--- config.mk ---
export PLATFORM = sky130hd
export DESIGN_NAME = unique_value_stack_top_flat
export DESIGN_NICKNAME = d
export VERILOG_FILES = /design/src/uvs_pkg.sv /design/src/uvs_if.sv /design/src/uvs_ctrl.sv /design/src/uvs_datapath.sv /design/src/unique_value_stack_top.sv /design/src/flat_wrapper.sv
export VERILOG_INCLUDE_DIRS = /design/src /design/src/src
export SDC_FILE = /design/constraint.sdc
export NUM_CORES = 1
export LEC_CHECK = 0
export ABC_AREA = 1
export ABC_CLOCK_PERIOD_IN_PS = 5000
export BUFFER_PORTS_ARGS = -buffer_cell sky130_fd_sc_hd__buf_2
export CORE_ASPECT_RATIO = 1.25
export CORE_MARGIN = 8
export CORE_UTILIZATION = 35
export CTS_CLUSTER_DIAMETER = 80
export DETAILED_ROUTE_END_ITERATION = 10
export SLEW_MARGIN = 25
export SYNTH_ARGS = -nofsm -noshare
export SYNTH_HDL_FRONTEND = slang
export SYNTH_SLANG_ARGS = --single-unit
--- constraint.sdc ---
create_clock -name clk -period 5 [get_ports clk]
set_input_delay 1.5 -clock clk [delete_from_list [all_inputs] [get_ports clk]]
set_output_delay 1.5 -clock clk [all_outputs]
set_load 0.05 [all_outputs]
--- src/assert_macros.svh ---
// Assertion macros shared by the unique value stack modules.
`ifndef ASSERT_MACROS_SVH
`define ASSERT_MACROS_SVH
`ifndef SYNTHESIS
// Property must hold at every clock edge outside reset.
`define UVS_ASSERT(lbl, clk, rst_n, prop, msg) \
	lbl: assert property (@(posedge clk) disable iff (!rst_n) prop) else $error(msg);
// Condition must never be seen at a clock edge outside reset.
`define UVS_ASSERT_NEVER(lbl, clk, rst_n, cond, msg) \
	lbl: assert property (@(posedge clk) disable iff (!rst_n) !(cond)) else $error(msg);
`else
`define UVS_ASSERT(lbl, clk, rst_n, prop, msg)
`define UVS_ASSERT_NEVER(lbl, clk, rst_n, cond, msg)
`endif
`endif

--- src/uvs_pkg.sv ---
// Types, constants and codes shared by the unique value stack.
package uvs_pkg;

	localparam int DEPTH_DEF = 16;
	localparam int VAL_W     = 32;
	localparam int POS_W     = 4;
	localparam int ECNT_W    = 5;

	typedef enum logic [1:0] {
		OP_PUSH = 2'd0,
		OP_POP  = 2'd1,
		OP_FIND = 2'd2,
		OP_READ = 2'd3
	} op_t;

	typedef enum logic [2:0] {
		ST_OK    = 3'd0,
		ST_DUP   = 3'd1,
		ST_FULL  = 3'd2,
		ST_EMPTY = 3'd3,
		ST_RANGE = 3'd4
	} status_t;

	typedef enum logic [2:0] {
		S_IDLE,
		S_DISPATCH,
		S_SCAN,
		S_SCAN_END,
		S_FINISH
	} state_t;

	// Commands from the controller to the datapath.
	typedef struct packed {
		logic load;
		logic scan_issue;
		logic read_issue;
		logic cmp;
		logic finish;
	} cmd_t;

	// Status from the datapath to the controller.
	typedef struct packed {
		op_t  op;
		logic cnt_zero;
		logic last_issue;
		logic match;
		logic pos_ok;
		logic out_free;
	} sts_t;

endpackage

--- src/uvs_if.sv ---
// Request and response channel interfaces of the unique value stack.
interface uvs_req_if;
	import uvs_pkg::*;

	logic                     valid;
	logic                     ready;
	op_t                      func;
	logic signed [VAL_W-1:0]  item_value;
	logic [POS_W-1:0]         position;

	modport source (output valid, output func, output item_value, output position,
		input ready);
	modport sink (input valid, input func, input item_value, input position,
		output ready);
endinterface

interface uvs_rsp_if;
	import uvs_pkg::*;

	logic                     valid;
	logic                     ready;
	logic signed [VAL_W-1:0]  result_value;
	logic [POS_W-1:0]         found_position;
	logic                     found;
	logic [ECNT_W-1:0]        entry_count;
	status_t                  status;

	modport source (output valid, output result_value, output found_position,
		output found, output entry_count, output status, input ready);
	modport sink (input valid, input result_value, input found_position,
		input found, input entry_count, input status, output ready);
endinterface

--- src/uvs_ctrl.sv ---
// Controller state machine of the unique value stack.
`include "assert_macros.svh"

module uvs_ctrl (
	input  logic          clk,
	input  logic          arst_n,
	input  logic          req_valid,
	output logic          req_ready,
	input  uvs_pkg::sts_t sts,
	output uvs_pkg::cmd_t cmd
);
	import uvs_pkg::*;

	state_t state_q;
	state_t state_d;

	// State register.
	always_ff @(posedge clk or negedge arst_n) begin
		if (!arst_n) begin
			state_q <= S_IDLE;
		end else begin
			state_q <= state_d;
		end
	end

	// Next state and commands.
	always_comb begin
		state_d   = state_q;
		cmd       = '0;
		req_ready = 1'b0;
		unique case (state_q)
			S_IDLE: begin
				req_ready = 1'b1;
				if (req_valid) begin
					cmd.load = 1'b1;
					state_d  = S_DISPATCH;
				end
			end
			S_DISPATCH: begin
				unique case (sts.op)
					OP_PUSH, OP_FIND: begin
						state_d = sts.cnt_zero ? S_FINISH : S_SCAN;
					end
					OP_POP: begin
						cmd.read_issue = !sts.cnt_zero;
						state_d        = S_FINISH;
					end
					OP_READ: begin
						cmd.read_issue = sts.pos_ok;
						state_d        = S_FINISH;
					end
					default: begin
						state_d = S_FINISH;
					end
				endcase
			end
			S_SCAN: begin
				// Issue one entry read per cycle; compare the one read before.
				cmd.cmp        = 1'b1;
				cmd.scan_issue = !sts.match;
				if (sts.match) begin
					state_d = S_FINISH;
				end else if (sts.last_issue) begin
					state_d = S_SCAN_END;
				end
			end
			S_SCAN_END: begin
				cmd.cmp = 1'b1;
				state_d = S_FINISH;
			end
			S_FINISH: begin
				if (sts.out_free) begin
					cmd.finish = 1'b1;
					state_d    = S_IDLE;
				end
			end
			default: begin
				state_d = S_IDLE;
			end
		endcase
	end

	`UVS_ASSERT(a_scan_nonempty, clk, arst_n, (state_q == S_SCAN) |-> !sts.cnt_zero, "scan of an empty stack")
	`UVS_ASSERT(a_scan_op, clk, arst_n, (state_q == S_SCAN) |-> (sts.op == OP_PUSH || sts.op == OP_FIND), "scan for an operation that needs none")
endmodule

--- src/uvs_datapath.sv ---
// Datapath of the unique value stack: entry memory, scan compare and result register.
`include "assert_macros.svh"

module uvs_datapath #(
	parameter int DEPTH = uvs_pkg::DEPTH_DEF
) (
	input  logic                             clk,
	input  logic                             arst_n,
	input  uvs_pkg::cmd_t                    cmd,
	output uvs_pkg::sts_t                    sts,
	input  uvs_pkg::op_t                     func,
	input  logic signed [uvs_pkg::VAL_W-1:0] item_value,
	input  logic [uvs_pkg::POS_W-1:0]        position,
	input  logic                             rsp_ready,
	output logic                             rsp_valid,
	output logic signed [uvs_pkg::VAL_W-1:0] result_value,
	output logic [uvs_pkg::POS_W-1:0]        found_position,
	output logic                             found,
	output logic [uvs_pkg::ECNT_W-1:0]       entry_count,
	output uvs_pkg::status_t                 status
);
	import uvs_pkg::*;

	localparam int CNT_W = $clog2(DEPTH + 1);
	localparam int AW    = (DEPTH > 1) ? $clog2(DEPTH) : 1;

	logic signed [VAL_W-1:0] mem [DEPTH];

	op_t                     op_q;
	logic signed [VAL_W-1:0] val_q;
	logic [POS_W-1:0]        pos_q;
	logic [CNT_W-1:0]        count_q;
	logic [CNT_W-1:0]        addr_q;
	logic                    hit_q;
	logic [AW-1:0]           hit_idx_q;
	logic                    chk_v_s1;
	logic [AW-1:0]           chk_idx_s1;
	logic signed [VAL_W-1:0] rd_s1;

	logic                    out_valid_q;
	logic signed [VAL_W-1:0] res_q;
	logic [POS_W-1:0]        fpos_q;
	logic                    found_q;
	logic [ECNT_W-1:0]       ecnt_q;
	status_t                 status_q;

	logic [CNT_W-1:0]        cnt_m1;
	logic                    cnt_zero;
	logic                    full;
	logic                    pos_ok;
	logic                    match;
	logic                    rd_en;
	logic [AW-1:0]           rd_addr;
	logic                    wr_en;
	logic [31:0]             cnt_nxt_ext;

	logic signed [VAL_W-1:0] res_d;
	logic [POS_W-1:0]        fpos_d;
	logic                    found_d;
	status_t                 st_d;
	logic [CNT_W-1:0]        cnt_nxt;

	// Count and position checks.
	assign cnt_m1   = count_q - CNT_W'(1);
	assign cnt_zero = (count_q == '0);
	assign full     = (count_q == CNT_W'(DEPTH));
	assign pos_ok   = (32'(pos_q) < 32'(count_q));
	assign match    = chk_v_s1 && (rd_s1 == val_q);

	// Status toward the controller.
	always_comb begin
		sts.op         = op_q;
		sts.cnt_zero   = cnt_zero;
		sts.last_issue = (addr_q == cnt_m1);
		sts.match      = match;
		sts.pos_ok     = pos_ok;
		sts.out_free   = !out_valid_q || rsp_ready;
	end

	// Read address: scan counter, top entry for a pop, or the requested position.
	always_comb begin
		rd_en = cmd.scan_issue || cmd.read_issue;
		if (cmd.scan_issue) begin
			rd_addr = addr_q[AW-1:0];
		end else if (op_q == OP_POP) begin
			rd_addr = cnt_m1[AW-1:0];
		end else begin
			rd_addr = AW'(pos_q);
		end
	end

	// Entry memory with registered read data.
	always_ff @(posedge clk) begin
		if (wr_en) begin
			mem[count_q[AW-1:0]] <= val_q;
		end
		if (rd_en) begin
			rd_s1 <= mem[rd_addr];
		end
	end

	// Request word capture.
	always_ff @(posedge clk) begin
		if (cmd.load) begin
			val_q <= item_value;
			pos_q <= position;
		end
		if (cmd.scan_issue) begin
			chk_idx_s1 <= addr_q[AW-1:0];
		end
		if (cmd.cmp && match) begin
			hit_idx_q <= chk_idx_s1;
		end
	end

	// Result of the finished operation.
	always_comb begin
		res_d   = '0;
		fpos_d  = '0;
		found_d = 1'b0;
		st_d    = ST_OK;
		cnt_nxt = count_q;
		wr_en   = 1'b0;
		unique case (op_q)
			OP_PUSH: begin
				if (hit_q) begin
					found_d = 1'b1;
					fpos_d  = POS_W'(hit_idx_q);
					st_d    = ST_DUP;
				end else if (full) begin
					st_d = ST_FULL;
				end else begin
					wr_en   = cmd.finish;
					cnt_nxt = count_q + CNT_W'(1);
				end
			end
			OP_POP: begin
				if (cnt_zero) begin
					st_d = ST_EMPTY;
				end else begin
					res_d   = rd_s1;
					cnt_nxt = cnt_m1;
				end
			end
			OP_FIND: begin
				found_d = hit_q;
				fpos_d  = hit_q ? POS_W'(hit_idx_q) : '0;
			end
			OP_READ: begin
				if (pos_ok) begin
					res_d = rd_s1;
				end else begin
					st_d = ST_RANGE;
				end
			end
			default: begin
				st_d = ST_OK;
			end
		endcase
	end

	assign cnt_nxt_ext = 32'(cnt_nxt);

	// Control registers: operation, count, scan pointer, hit flag, compare stage.
	always_ff @(posedge clk or negedge arst_n) begin
		if (!arst_n) begin
			op_q     <= OP_PUSH;
			count_q  <= '0;
			addr_q   <= '0;
			hit_q    <= 1'b0;
			chk_v_s1 <= 1'b0;
		end else begin
			chk_v_s1 <= cmd.scan_issue;
			if (cmd.load) begin
				op_q   <= func;
				addr_q <= '0;
				hit_q  <= 1'b0;
			end else begin
				if (cmd.scan_issue) begin
					addr_q <= addr_q + CNT_W'(1);
				end
				if (cmd.cmp && match) begin
					hit_q <= 1'b1;
				end
			end
			if (cmd.finish) begin
				count_q <= cnt_nxt;
			end
		end
	end

	// Output word register.
	always_ff @(posedge clk or negedge arst_n) begin
		if (!arst_n) begin
			out_valid_q <= 1'b0;
		end else if (cmd.finish) begin
			out_valid_q <= 1'b1;
		end else if (rsp_ready) begin
			out_valid_q <= 1'b0;
		end
	end

	always_ff @(posedge clk) begin
		if (cmd.finish) begin
			res_q    <= res_d;
			fpos_q   <= fpos_d;
			found_q  <= found_d;
			ecnt_q   <= cnt_nxt_ext[ECNT_W-1:0];
			status_q <= st_d;
		end
	end

	assign rsp_valid      = out_valid_q;
	assign result_value   = res_q;
	assign found_position = fpos_q;
	assign found          = found_q;
	assign entry_count    = ecnt_q;
	assign status         = status_q;

	`UVS_ASSERT_NEVER(a_cnt_max, clk, arst_n, count_q > CNT_W'(DEPTH), "entry count above depth")
	`UVS_ASSERT(a_cnt_hold, clk, arst_n, !cmd.finish |=> $stable(count_q), "count moved outside finish")
	`UVS_ASSERT(a_out_set, clk, arst_n, cmd.finish |=> out_valid_q, "finished word not presented")
	`UVS_ASSERT(a_dup_found, clk, arst_n, (out_valid_q && status_q == ST_DUP) |-> found_q, "duplicate without found flag")
endmodule

--- src/unique_value_stack_top.sv ---
// Top level of the unique value stack: controller, datapath and channel wiring.
// Push and find scan the stored entries one per cycle through the single memory
// read port, and an empty stack skips the scan; pop and read need at most one read.
// A new request word is taken only once the last result is registered, and a
// response that is not taken holds the stack in its finish state.
// Asynchronous reset empties the stack; entry memory is not cleared.
module unique_value_stack_top #(
	parameter int DEPTH = uvs_pkg::DEPTH_DEF
) (
	input logic     clk,
	input logic     arst_n,
	uvs_req_if.sink   req,
	uvs_rsp_if.source rsp
);
	import uvs_pkg::*;

	cmd_t cmd;
	sts_t sts;
	logic ready;

	assign req.ready = ready;

	// Sequencing of each word.
	uvs_ctrl u_ctrl (
		.clk       (clk),
		.arst_n    (arst_n),
		.req_valid (req.valid),
		.req_ready (ready),
		.sts       (sts),
		.cmd       (cmd)
	);

	// Storage, compare and response register.
	uvs_datapath #(
		.DEPTH (DEPTH)
	) u_datapath (
		.clk            (clk),
		.arst_n         (arst_n),
		.cmd            (cmd),
		.sts            (sts),
		.func           (req.func),
		.item_value     (req.item_value),
		.position       (req.position),
		.rsp_ready      (rsp.ready),
		.rsp_valid      (rsp.valid),
		.result_value   (rsp.result_value),
		.found_position (rsp.found_position),
		.found          (rsp.found),
		.entry_count    (rsp.entry_count),
		.status         (rsp.status)
	);
endmodule

--- src/flat_wrapper.sv ---
// flat-port wrapper written by rule: the top's interface ports become plain ports
module unique_value_stack_top_flat import uvs_pkg::*;
#(
	parameter int DEPTH = uvs_pkg::DEPTH_DEF
)
  (clk, arst_n, req_valid, req_func, req_item_value, req_position, req_ready, rsp_valid, rsp_result_value, rsp_found_position, rsp_found, rsp_entry_count, rsp_status, rsp_ready);
  uvs_req_if req_i ();
  uvs_rsp_if rsp_i ();
  input logic clk;
  input logic arst_n;
  input wire logic [$bits(req_i.valid)-1:0] req_valid;
  input wire logic [$bits(req_i.func)-1:0] req_func;
  input wire logic [$bits(req_i.item_value)-1:0] req_item_value;
  input wire logic [$bits(req_i.position)-1:0] req_position;
  output wire logic [$bits(req_i.ready)-1:0] req_ready;
  output wire logic [$bits(rsp_i.valid)-1:0] rsp_valid;
  output wire logic [$bits(rsp_i.result_value)-1:0] rsp_result_value;
  output wire logic [$bits(rsp_i.found_position)-1:0] rsp_found_position;
  output wire logic [$bits(rsp_i.found)-1:0] rsp_found;
  output wire logic [$bits(rsp_i.entry_count)-1:0] rsp_entry_count;
  output wire logic [$bits(rsp_i.status)-1:0] rsp_status;
  input wire logic [$bits(rsp_i.ready)-1:0] rsp_ready;
  assign req_i.valid = req_valid;
  assign req_i.func = req_func;
  assign req_i.item_value = req_item_value;
  assign req_i.position = req_position;
  assign req_ready = req_i.ready;
  assign rsp_valid = rsp_i.valid;
  assign rsp_result_value = rsp_i.result_value;
  assign rsp_found_position = rsp_i.found_position;
  assign rsp_found = rsp_i.found;
  assign rsp_entry_count = rsp_i.entry_count;
  assign rsp_status = rsp_i.status;
  assign rsp_i.ready = rsp_ready;
  unique_value_stack_top #(.DEPTH(DEPTH)) u_core (.clk(clk), .arst_n(arst_n), .req(req_i), .rsp(rsp_i));
endmodule
==> impl_metrics.tcl <==
set metrics [dict create \
    status "completed" \
    hold-path-cell-count 0 \
    ff2ff_path_depth 15 \
    synthesis.area_um2 28090 \
    viasPerCell 5.011 \
    synthFlopType "edfxtp_1" \
    hp-start "u_core.u_datapath.chk_idx_s1[3]$_DFFE_PP_" \
    root_buffer "clkbuf_16" \
    synth_area_leader_cell "edfxtp_1" \
    multi_input_area_um2 6731 \
    pre_cts_slack_ps 996.3 \
    power.internal_uw 11980 \
    max_slew_margin_pct 35.31 \
    cts_hold_buf 0 \
    layout_setup_ws_ps 930.9 \
    pwr-share-clk_pct 25.2 \
    gr-total-overflow 0 \
    netlist.area_leader.share_pct 67.66 \
    drive_gt1_share_pct 10.52 \
    clk_latency_ps 620 \
    drt-pass1-iter-count 6 \
    initial_core_util_pct 35.19 \
    swShare_pct 40.65 \
    yosys.area_share.simple_pct 21.25 \
    cap_violations 0 \
    tightest_slew_ps 966.7 \
    die_w_um 269.4 \
    regArea_um2 19460 \
    pwr-share-seq_pct 35.8 \
    crit_path_top_delay_cell "edfxtp_1" \
    muxShareOfSynthArea_pct 0 \
    synth_compound_area_share_pct 0.9843 \
    cts_tree "yes" \
    routedWlPerCell_um 20.68 \
    cellPowerDensity_nw_per_um2 625.5 \
    vias 18990 \
    synthTopCellsByCount "nand2_1, edfxtp_1, nand3_1" \
    synthXorXnorAreaFrac_pct 0.5612 \
    criticalPathCategory "register to register" \
    cpPeakStageDelay_ps 650 \
    ant_nets 0 \
    power.switching_uw 8207 \
    cts_made_buffers 68 \
    cts_buffer_depth 3 \
    critPathMaxFanout 85 \
    yosysWarnings 0 \
    wl_met3_um 6413 \
    max_freq_mhz 245.8 \
    drt-met1-wl_um 32460 \
    routed_wl_um 78360 \
    synth_area_leaders "edfxtp_1, nand3_1, nand2_1, inv_1, buf_2" \
    ys_seq_area_share_pct 69.27 \
    synthArstFlopShare_pct 2.765 \
    setup-tns-final_ps 0 \
    diodes 0 \
    hold-path-endpoint "u_core.u_datapath.hit_idx_q[3]$_DFFE_PP_" \
    cts_max_level 3 \
    numPortBuffers 88 \
    period_share_pct 81.38 \
    timing.rr.end "u_core.u_datapath.rd_s1[13]$_DFFE_PP_" \
    maxSlewViolCount 0 \
    arrival_ps 4430 \
    grt_pass1_vias 18280 \
    synth.most_common_cell "nand2_1" \
    combPwrFrac_pct 39.0 \
    first_iter_violations 1838 \
    ys_types 38 \
    power_leakage_uw 0.01300 \
    drc_errors 0 \
    worst-path-buf-inv 1 \
    track_usage_pct 17.04 \
    maxUsedRoutingLayer "met4" \
    dp_hpwl_um 43800 \
    crit_chain "xnor2_1, nand2_1, nor2_1, nand2_1, nor2_1, nand3_2, nand2_2, nand2_8, nand2_8, buf_12, nand2_1, nand3_1, nand3_1, nand3_1, nand2_1" \
    vdd.ir_drop.worst_mv 0.4837 \
    r2r_setup_slack_ps 930 \
    fp.dieH_um 332.7 \
    cts.clk_slew.worst_paths_ps 60 \
    numClockSinks 651 \
    grt_max_degree 86 \
    antenna_found_initial 1 \
    setup_viol 0 \
    syn-num-nets 2638 \
    critPathMostFrequentCell "nand2_1" \
    r2r-start "u_core.u_datapath.val_q[28]$_DFFE_PP_" \
    synthCells 2587 \
    fp-row-count 116 \
    wl_met2_um 36730 \
    layout_min_cycle_time_ps 4069 \
    worstPathRequired_ps 5360 \
    hold_violations 0 \
    grt_first_pass_wirelength_um 117100 \
    cts_resized 0 \
    synthAdderAreaFrac_pct 0.4009 \
    skew_ps 21.34 \
    area_growth_pct 14.90 \
    holdCritPathClass "register to register" \
    synth_edf_count 633 \
    nets 2724 \
    synth-seq-cells 651 \
    cts_post_setup_buffers_inserted 0 \
    gp_congestion 0.8156 \
    rsz0062_at_grt "false" \
    worstSetupStartpointType "register" \
    die-area_um2 89640 \
    avgSynthCellArea_um2 10.86 \
    critPathTopFamily "simple AND/OR/NAND/NOR gates" \
    fillers 7592 \
    worstSetupEndpointType "register" \
    io_pins 89 \
    synth_top_family_by_area "simple AND/OR/NAND/NOR gates" \
    coreArea_um2 79830 \
]
-- through the flow --
stage | cell area, µm² | hold WS (ps) | instances | total power [µW] | util [%]
finish | 32280 | 420.5 | 3789 | 20190 | 40.44
global route | 32280 | 425.4 | 3789 | 21350 | 40.44
CTS | 32250 | 421.0 | 3788 | 20310 | 40.40
detailed placement | 30040 | 406.3 | 3664 | 15190 | 37.63
global placement | 30040 | 401.7 | 3664 | 15160 | 37.63
floorplan | 28090 | 400.3 | 2587 | 12720 | -
-- logic make-up after synthesis --
kind of cell,Yosys count
and+or+nand+nor,1374
DFF,651
buffers and inverters,488
AOI/OAI and AO/OA,47
xor gates and xnor gates,18
adders and majority gates,9
-- worst register-to-register path, delay by kind of cell, from the launching register on --
| family | cells | cell delay [ps] |
|---|---|---|
| flip-flops | 1 | 650 |
| buffers and inverters | 1 | 360 |
| XOR/XNOR | 1 | 500 |
| AND/OR/NAND/NOR | 13 | 2320 |
-- registers in the layout, indices dropped and copies added, names as in the netlist, 5 cells and up --
signal	count
u_core.u_datapath.count_q	5
u_core.u_datapath.entry_count	5
u_core.u_datapath.rd_s1	32
u_core.u_datapath.result_value	32
u_core.u_datapath.mem	512
u_core.u_datapath.val_q	32
u_core.u_datapath.addr_q	5
-- worst max path at each step --
stage	depth (start not counted)	start	slack (ps)	end
floorplan	8	u_core.u_datapath.count_q[2]$_DFFE_PN0P_	790	u_core.u_datapath.rd_s1[0]$_DFFE_PP_
finish	15	u_core.u_datapath.val_q[28]$_DFFE_PP_	930	u_core.u_datapath.rd_s1[13]$_DFFE_PP_
global route	15	u_core.u_datapath.val_q[30]$_DFFE_PP_	690	u_core.u_datapath.rd_s1[18]$_DFFE_PP_
global placement	15	u_core.u_datapath.val_q[28]$_DFFE_PP_	1020	u_core.u_datapath.rd_s1[13]$_DFFE_PP_
CTS	15	u_core.u_datapath.val_q[28]$_DFFE_PP_	970	u_core.u_datapath.rd_s1[13]$_DFFE_PP_
detailed placement	15	u_core.u_datapath.val_q[28]$_DFFE_PP_	1000	u_core.u_datapath.rd_s1[13]$_DFFE_PP_
-- area by class of cell --
| type | instances | share of cell area (%) |
|---|---|---|
| sequential | 651 | 60.28 |
| multi-input combinational | 1448 | 20.85 |
| clock buffer | 81 | 5.617 |
| tap | 1062 | 4.117 |
| inverter | 352 | 4.093 |
| timing repair buffer | 152 | 3.806 |
| clock inverter | 43 | 1.229 |
-- power by group through the flow --
stage	Combinational [µW]	Clock (µW)	Sequential, µW
finish	7880	5080	7240
global route	8700	5370	7280
CTS	7890	5180	7240
detailed placement	7840	0	7350
global placement	7810	0	7350
floorplan	5270	0	7450
-- layer usage --
metal  GRT usage, %  vias up
met2          27.61      778
li1               -     8882
met3          3.152      152
met1          22.51     9173
met5              0        -
met4          6.842        0
-- placed cells by master (no fill, tap or decap), types with 4 or more instances in the layout --
cell,instances
nand2_1,664
edfxtp_1,633
nand3_1,589
inv_1,344
buf_2,88
nor2_1,73
clkbuf_16,70
buf_4,40
o21ai_0,23
buf_12,23
dfrtp_1,18
nor2_4,17
clkinv_1,17
clkinv_2,11
nand4_1,10
nor3_1,10
xnor2_1,10
ha_1,9
clkbuf_1,9
xor2_1,8
a21oi_1,6
bufinv_16,6
inv_2,5
inv_6,5
clkinvlp_4,5
o211ai_1,4
o21ai_4,4
Power figures use the tool's default switching activity.
